## config.mk

```make
export PLATFORM = sky130hd
export DESIGN_NAME = gme_exp
export DESIGN_NICKNAME = d
export VERILOG_FILES = /design/src/gme_pkg.sv /design/src/gme_exp.sv
export SDC_FILE = /design/constraint.sdc
export NUM_CORES = 2
export LEC_CHECK = 0
export BUFFER_PORTS_ARGS = -buffer_cell sky130_fd_sc_hd__buf_2
export CORE_ASPECT_RATIO = 1.2
export CORE_MARGIN = 8
export CORE_UTILIZATION = 50
export CTS_CLUSTER_DIAMETER = 200
export DETAILED_ROUTE_END_ITERATION = 8
export HOLD_SLACK_MARGIN = 0.15
export PLACE_DENSITY = 0.66
export SLEW_MARGIN = 30
export SYNTH_ARGS = -nofsm -noshare
export SYNTH_HDL_FRONTEND = slang
export SYNTH_SLANG_ARGS = --single-unit
export TNS_END_PERCENT = 1
```

## constraint.sdc

```tcl
create_clock -name clk -period 11.6 [get_ports clk]
set_input_delay 2.32 -clock clk [delete_from_list [all_inputs] [get_ports clk]]
set_output_delay 2.32 -clock clk [all_outputs]
set_load 0.03 [all_outputs]
```

## src/gme_pkg.sv

```systemverilog
// shared types and constants of the gaussian membership evaluator
package gme_pkg;

	localparam int SAMPLE_W = 32;
	localparam int MEMB_W   = 24;
	localparam int CFG_IW   = 3;
	localparam int CFG_DW   = 32;
	localparam int E_W      = 22;
	localparam int SQ_W     = 48;
	localparam int TAB_W    = 31;

	localparam logic [CFG_IW-1:0] REG_CENTER       = 3'd0;
	localparam logic [CFG_IW-1:0] REG_INV_TWO_SIG2 = 3'd1;
	localparam logic [CFG_IW-1:0] REG_AMPLITUDE    = 3'd2;
	localparam logic [CFG_IW-1:0] REG_SUPPORT_LOW  = 3'd3;
	localparam logic [CFG_IW-1:0] REG_SUPPORT_HIGH = 3'd4;

	localparam logic [31:0] RST_CENTER       = 32'd0;
	localparam logic [31:0] RST_INV_TWO_SIG2 = 32'd32768;
	localparam logic [23:0] RST_AMPLITUDE    = 24'd26145;
	localparam logic [31:0] RST_SUPPORT_LOW  = 32'hFFFA_EBBE;
	localparam logic [31:0] RST_SUPPORT_HIGH = 32'h0005_1442;

	// exponent cap of 32.0 in q16.16
	localparam logic [63:0] E_CAP     = 64'd1 << 21;
	localparam logic [16:0] LOG2E_Q16 = 17'd94548;
	localparam logic [63:0] LN2_Q32   = 64'd2977044472;
	localparam logic [6:0]  N_LIMIT   = 7'd31;

	typedef struct packed {
		logic signed [31:0] center;
		logic [31:0]        inv_two_sigma_sq;
		logic [23:0]        amplitude;
		logic signed [31:0] support_low;
		logic signed [31:0] support_high;
	} cfg_regs_t;

	typedef struct packed {
		logic           vld;
		logic [E_W-1:0] e;
		logic           ins;
	} front_res_t;

	typedef struct packed {
		logic              vld;
		logic [MEMB_W-1:0] membership;
		logic              ins;
	} exp_res_t;

endpackage

```

## src/gme_exp.sv

```systemverilog
// stages 4 to 7: base-2 reduction, table interpolation, amplitude scaling
module gme_exp #(
	parameter int EXP_TABLE_DEPTH = 64
) (
	input  logic                       clk,
	input  logic                       arst_n,
	input  logic                       adv,
	input  gme_pkg::front_res_t        din,
	input  logic [gme_pkg::MEMB_W-1:0] amplitude,
	output gme_pkg::exp_res_t          res
);

	localparam int IW = $clog2(EXP_TABLE_DEPTH);
	localparam int TW = $clog2(EXP_TABLE_DEPTH + 1);
	localparam int PW = 16 + IW;

	typedef logic [gme_pkg::TAB_W-1:0] tab_t [0:EXP_TABLE_DEPTH];

	// 2^(-i/depth) in q1.30 from a 15-term series in q32
	function automatic tab_t build_tab();
		tab_t        tab;
		logic [63:0] x;
		logic [63:0] y;
		logic [63:0] term;
		logic [63:0] acc;
		for (int i = 0; i <= EXP_TABLE_DEPTH; i++) begin
			x    = (64'(i) << 32) / EXP_TABLE_DEPTH;
			y    = (x * gme_pkg::LN2_Q32) >> 32;
			term = 64'd1 << 32;
			acc  = term;
			for (int k = 1; k <= 14; k++) begin
				term = ((term * y) >> 32) / 64'(k);
				if (k % 2 == 1) begin
					acc = acc - term;
				end else begin
					acc = acc + term;
				end
			end
			tab[i] = gme_pkg::TAB_W'((acc + 64'd2) >> 2);
		end
		return tab;
	endfunction

	localparam tab_t POW2_TAB = build_tab();

	logic [38:0]                t_full;
	logic [6:0]                 n_int;
	logic [PW-1:0]              pos;
	logic [IW-1:0]              idx;
	logic [gme_pkg::TAB_W-1:0]  base;
	logic [gme_pkg::TAB_W-1:0]  step;
	logic [46:0]                interp;
	logic [gme_pkg::TAB_W-1:0]  v;
	logic [54:0]                prod;
	logic [24:0]                m_raw;
	logic [gme_pkg::MEMB_W-1:0] m_sat;

	logic                       vld_s4, vld_s5, vld_s6, vld_s7;
	logic                       ins_s4, ins_s5, ins_s6, ins_s7;
	logic                       kill_s4, kill_s5, kill_s6;
	logic [15:0]                f_s4, w_s5;
	logic [4:0]                 n_s4, n_s5;
	logic [gme_pkg::TAB_W-1:0]  base_s5, step_s5, g_s6;
	logic [gme_pkg::MEMB_W-1:0] memb_s7;

	always_comb begin
		t_full = 39'(din.e) * 39'(gme_pkg::LOG2E_Q16);
		n_int  = t_full[38:32];
	end

	always_comb begin
		pos  = PW'(f_s4) * PW'(EXP_TABLE_DEPTH);
		idx  = pos[16 +: IW];
		base = POW2_TAB[TW'(idx)];
		step = base - POW2_TAB[TW'(idx) + TW'(1)];
	end

	always_comb begin
		interp = 47'(step_s5) * 47'(w_s5);
		v      = base_s5 - gme_pkg::TAB_W'(interp >> 16);
	end

	// round half up, clamp to the q8.16 maximum
	always_comb begin
		prod  = 55'(amplitude) * 55'(g_s6) + (55'(1) << 29);
		m_raw = prod[54:30];
		m_sat = m_raw[24] ? '1 : m_raw[gme_pkg::MEMB_W-1:0];
	end

	always_ff @(posedge clk or negedge arst_n) begin
		if (!arst_n) begin
			vld_s4 <= 1'b0;
			vld_s5 <= 1'b0;
			vld_s6 <= 1'b0;
			vld_s7 <= 1'b0;
		end else if (adv) begin
			vld_s4 <= din.vld;
			vld_s5 <= vld_s4;
			vld_s6 <= vld_s5;
			vld_s7 <= vld_s6;
		end
	end

	always_ff @(posedge clk) begin
		if (adv) begin
			f_s4    <= t_full[31:16];
			n_s4    <= n_int[4:0];
			kill_s4 <= n_int >= gme_pkg::N_LIMIT;
			ins_s4  <= din.ins;
			base_s5 <= base;
			step_s5 <= step;
			w_s5    <= pos[15:0];
			n_s5    <= n_s4;
			kill_s5 <= kill_s4;
			ins_s5  <= ins_s4;
			g_s6    <= v >> n_s5;
			kill_s6 <= kill_s5;
			ins_s6  <= ins_s5;
			memb_s7 <= kill_s6 ? '0 : m_sat;
			ins_s7  <= ins_s6;
		end
	end

	assign res.vld        = vld_s7;
	assign res.membership = memb_s7;
	assign res.ins        = ins_s7;

endmodule
```

==> metrics.md <==
| Metric | Value |
|---|---|
| Post-cts sizing count | `0` |
| Initial core utilization | `50.4%` |
| Net count reported at finish | `7,381` |
| Setup Skew | `just under 0.02 ns` |
| Total length of routed wires | `around 160,000 microns` |
| Vertical die dimension | `372 microns` |
| Critical Path Start Type | `flop` |
| Clock Tree Buf Depth | `2` |
| I/O pin count | `77` |
| Cts bufs inserted | `17` |
| Unrepaired setup endpoints after global routing | `no` |
| Core area | `between 0.1 and 0.15 sq mm` |
| Relative slew margins | `approximately 22%` |
| Post-synthesis async set-or-reset flop share | `under 10%` |
| Count of cell types in the netlist | `83` |
| Delay of the slowest cell on the worst path | `0.78 ns` |
| Number of DRC violations after detailed routing | `0` |
| Standard cell area after detailed placement | `about 0.054 sq mm` |
| Routed vias | `between 40,000 and 50,000` |
| CP Max Fanout | `20` |
| Type of the worst setup path | `reg2reg` |
| DIE AREA | `~0.12 sq mm` |
| Max-cap violations | `0` |
| Post CTS Setup Buffer Count | `0` |
| Width of the die | `around 310 microns` |
| Area used by multi-input combinational logic | `~0.043 sq mm` |
| Commonest non-fill, non-tap cells in the layout | `sky130_fd_sc_hd__inv_1 (1,016), sky130_fd_sc_hd__fa_1 (970), sky130_fd_sc_hd__nand2_1 (904)` |
| Gr usage total | `27.3%` |
| Synthesis-to-finish area growth | `4.11%` |
| Placer's final routability congestion estimate | `1.01` |
| Setup total negative slack | `0 ns` |
| Number of detailed-route iterations in the first pass | `8` |
| Routing usage on met2 | `about 47%` |
| Flip-flop cell with the highest count after synthesis | `sky130_fd_sc_hd__edfxtp_1` |
| Clock tree sinks | `approximately 160` |
| Row cnt | `between 100 and 150` |
| Summed instance area of the synthesized netlist | `~0.053 sq mm` |
| Grt met3 use | `roughly 4.6%` |
| Post-synth EDFFs | `160` |
| Port bufs | `76` |
| Sequential element share of the synthesized area | `under 10%` |
| Number of nets produced by synthesis | `7,563` |
| Count of pins over their slew limit | `0` |
| Final worst hold slack | `0.409 ns` |
| CTS tree | `built` |
| Final routed wire length divided by cell count | `about 22 microns` |
| Detail-routed via count per cell | `just under 6` |
| Remaining number of nets flagged by the antenna check after routing | `0` |
| Period Utilization, post-route | `between 80% and 90%` |
| Met1 routing resource usage after global routing | `32.9%` |
| Type of the worst min-delay path | `reg2reg` |
| Number of DRC markers in iteration 0 | `between 3,000 and 4,000` |
| Total of flip-flops plus latches after synthesis | `~160` |
| Proportion of layout cells with a drive suffix above 1 | `between 4 and 5%` |
| Outcome | `finished, final reports clean` |
| Total global routing overflow | `0` |
| Initial antenna violation count | `6` |
| Count of yosys warnings during synthesis | `0` |
| Commonest non-fill, non-tap cell in the layout | `sky130_fd_sc_hd__inv_1` |
| Kind of end point of the critical path | `flop` |
| Data arrival time of the worst path | `approximately 10 ns` |
| Area used by sequential logic in the layout | `a little under 0.005 sq mm` |
| Skew-Pair Late Insertion Delay | `roughly 0.50 ns` |
| Final Instance Area | `0.0550 sq mm` |
| FILL cells | `9,910` |
| Final min period | `roughly 10 ns` |
| Count of hold-fix buffers inserted at cts | `0` |
| Level count of the clock H-tree | `4` |
| Slowest cell on the critical path | `sky130_fd_sc_hd__edfxtp_1` |
| Number of failing hold endpoints at the final stage | `0` |
| Grt peak-use layer | `met2` |
| Post-Syn Instances | `6,014` |
| HPWL Detailed | `123,000 microns` |
| Slew at the pin closest to its max-slew limit | `~1.2 ns` |
| Data required, critical path | `roughly 12 ns` |
| Master cell of the clock root buffer | `sky130_fd_sc_hd__clkbuf_16` |
| Peak Freq | `slightly below 100 MHz` |
| Final number of setup-violating endpoints | `0` |
| Pin count of the biggest net entering global routing | `77` |
| Wire length of the first global-routing pass | `~250,000 microns` |
| Number of global-route vias before repair | `45,000` |
| Mapped Avg Cell Area | `around 8.8 sq um` |
| Clock input transition at the sequential cells of the worst setup and hold paths | `around 0.080 ns` |
| Layout Utilization | `approximately 52%` |
[cells in the mapped netlist (16+ instances only)]
| master | instances | area (sq um) |
|---|---|---|
| sky130_fd_sc_hd__inv_1 | 1016 | 3810 |
| sky130_fd_sc_hd__fa_1 | 970 | 19400 |
| sky130_fd_sc_hd__nand2_1 | 904 | 3390 |
| sky130_fd_sc_hd__ha_1 | 528 | 6610 |
| sky130_fd_sc_hd__and2_1 | 399 | 2500 |
| sky130_fd_sc_hd__clkbuf_1 | 343 | 1290 |
| sky130_fd_sc_hd__a21oi_1 | 293 | 1470 |
| sky130_fd_sc_hd__nor2_1 | 224 | 841 |
| sky130_fd_sc_hd__o21ai_0 | 169 | 846 |
| sky130_fd_sc_hd__edfxtp_1 | 160 | 4800 |
| sky130_fd_sc_hd__xnor2_1 | 89 | 780 |
| sky130_fd_sc_hd__nand3_1 | 74 | 370 |
| sky130_fd_sc_hd__a21o_1 | 63 | 473 |
| sky130_fd_sc_hd__nor3_1 | 60 | 300 |
| sky130_fd_sc_hd__a211oi_1 | 48 | 360 |
| sky130_fd_sc_hd__o211ai_1 | 42 | 315 |
| sky130_fd_sc_hd__xor2_1 | 42 | 368 |
| sky130_fd_sc_hd__a31oi_1 | 36 | 225 |
| sky130_fd_sc_hd__nand4_1 | 31 | 194 |
| sky130_fd_sc_hd__mux2i_1 | 30 | 300 |
| sky130_fd_sc_hd__nor2b_1 | 30 | 188 |
| sky130_fd_sc_hd__o22ai_1 | 27 | 169 |
| sky130_fd_sc_hd__a311oi_1 | 26 | 228 |
| sky130_fd_sc_hd__buf_1 | 26 | 97.6 |
| sky130_fd_sc_hd__o21a_1 | 24 | 180 |
| sky130_fd_sc_hd__nand2b_1 | 22 | 138 |
| sky130_fd_sc_hd__and3_1 | 21 | 131 |
| sky130_fd_sc_hd__or3_1 | 21 | 131 |
| sky130_fd_sc_hd__mux4_2 | 20 | 450 |
| sky130_fd_sc_hd__o31ai_1 | 20 | 150 |
| sky130_fd_sc_hd__o311ai_0 | 19 | 166 |
| sky130_fd_sc_hd__mux2_2 | 16 | 180 |
| sky130_fd_sc_hd__o21bai_1 | 16 | 120 |
[metal layers]
metal / vias to the layer above / part of all wire (%) / routed length (microns)
li1: 18900 / - / -
met1: 21300 / 37 / 58800
met2: 1815 / 50 / 77900
met3: 482 / 7.5 / 11800
met4: 4 / 5.5 / 8720
met5: - / 0.015 / 23
[registers in the layout, indices dropped and copies added, names as in the netlist, 5 cells and up]
signal / flops
memb_s7: 24
w_s5: 10
n_s5: 5
step_s5: 31
f_s4: 16
base_s5: 31
n_s4: 5
g_s6: 31
[critical path: cells and delay by family (launching register included)]
kind                       cells  cell delay (ns)
AOI/OAI and AO/OA             13             3.08
DFF                            1             0.78
buffers and inverters          6             0.89
adders and majority gates      7             2.94
and+or+nand+nor                8             2.05
xor gates and xnor gates       1             0.15
[cells by family (layout without fill, tap and decap cells)]
| family | Yosys count | count (layout) | synth area share (%) |
|---|---|---|---|
| muxes | 66 | 66 | 1.76 |
| and+or+nand+nor | 1831 | 1831 | 16.1 |
| adders and majority gates | 1498 | 1498 | 49.3 |
| buffers and inverters | 1395 | 1226 | 9.94 |
| AOI/OAI and AO/OA | 928 | 928 | 11.4 |
| DFF | 164 | 164 | 9.29 |
| other | 0 | 5 | 0 |
| xor gates and xnor gates | 132 | 132 | 2.20 |
[per-stage QoR]
stage	instances	worst slack, ns
3_3_place_gp	7193	1.04
4_1_cts	7231	1.45
6_report	7236	1.43
2_1_floorplan	6014	2.20
5_1_grt	7235	0.865
3_5_place_dp	7199	1.10
[cell type report]
cell class	instances	area share, %
repair buffers	171	2.06
inverters	1023	6.98
clock inverters	14	0.353
well taps	1386	3.15
flip-flops and latches	164	8.92
clock buffers	18	0.781
diodes	5	0.0228
multi-input cells	4455	77.7
[path summary, 6_finish.rpt]
check                                   from                 end  slack [ns]  depth (start not counted)
setup / recovery           w_s5[7]$_DFFE_PP_   g_s6[4]$_DFFE_PP_        1.43                         35
max in group asynchronous             arst_n  vld_s7$_DFFE_PN0P_        9.87                          1
setup reg to reg           w_s5[7]$_DFFE_PP_   g_s6[4]$_DFFE_PP_        1.43                         35
hold / removal             f_s4[3]$_DFFE_PP_   w_s5[9]$_DFFE_PP_        0.41                          0
hold reg to reg            f_s4[3]$_DFFE_PP_   w_s5[9]$_DFFE_PP_        0.41                          0
min in group asynchronous             arst_n  vld_s5$_DFFE_PN0P_        1.61                          1
Power is left out: the tool's default activity adds up to more than one toggle a clock period on the data nets, which glitch-free logic cannot reach.
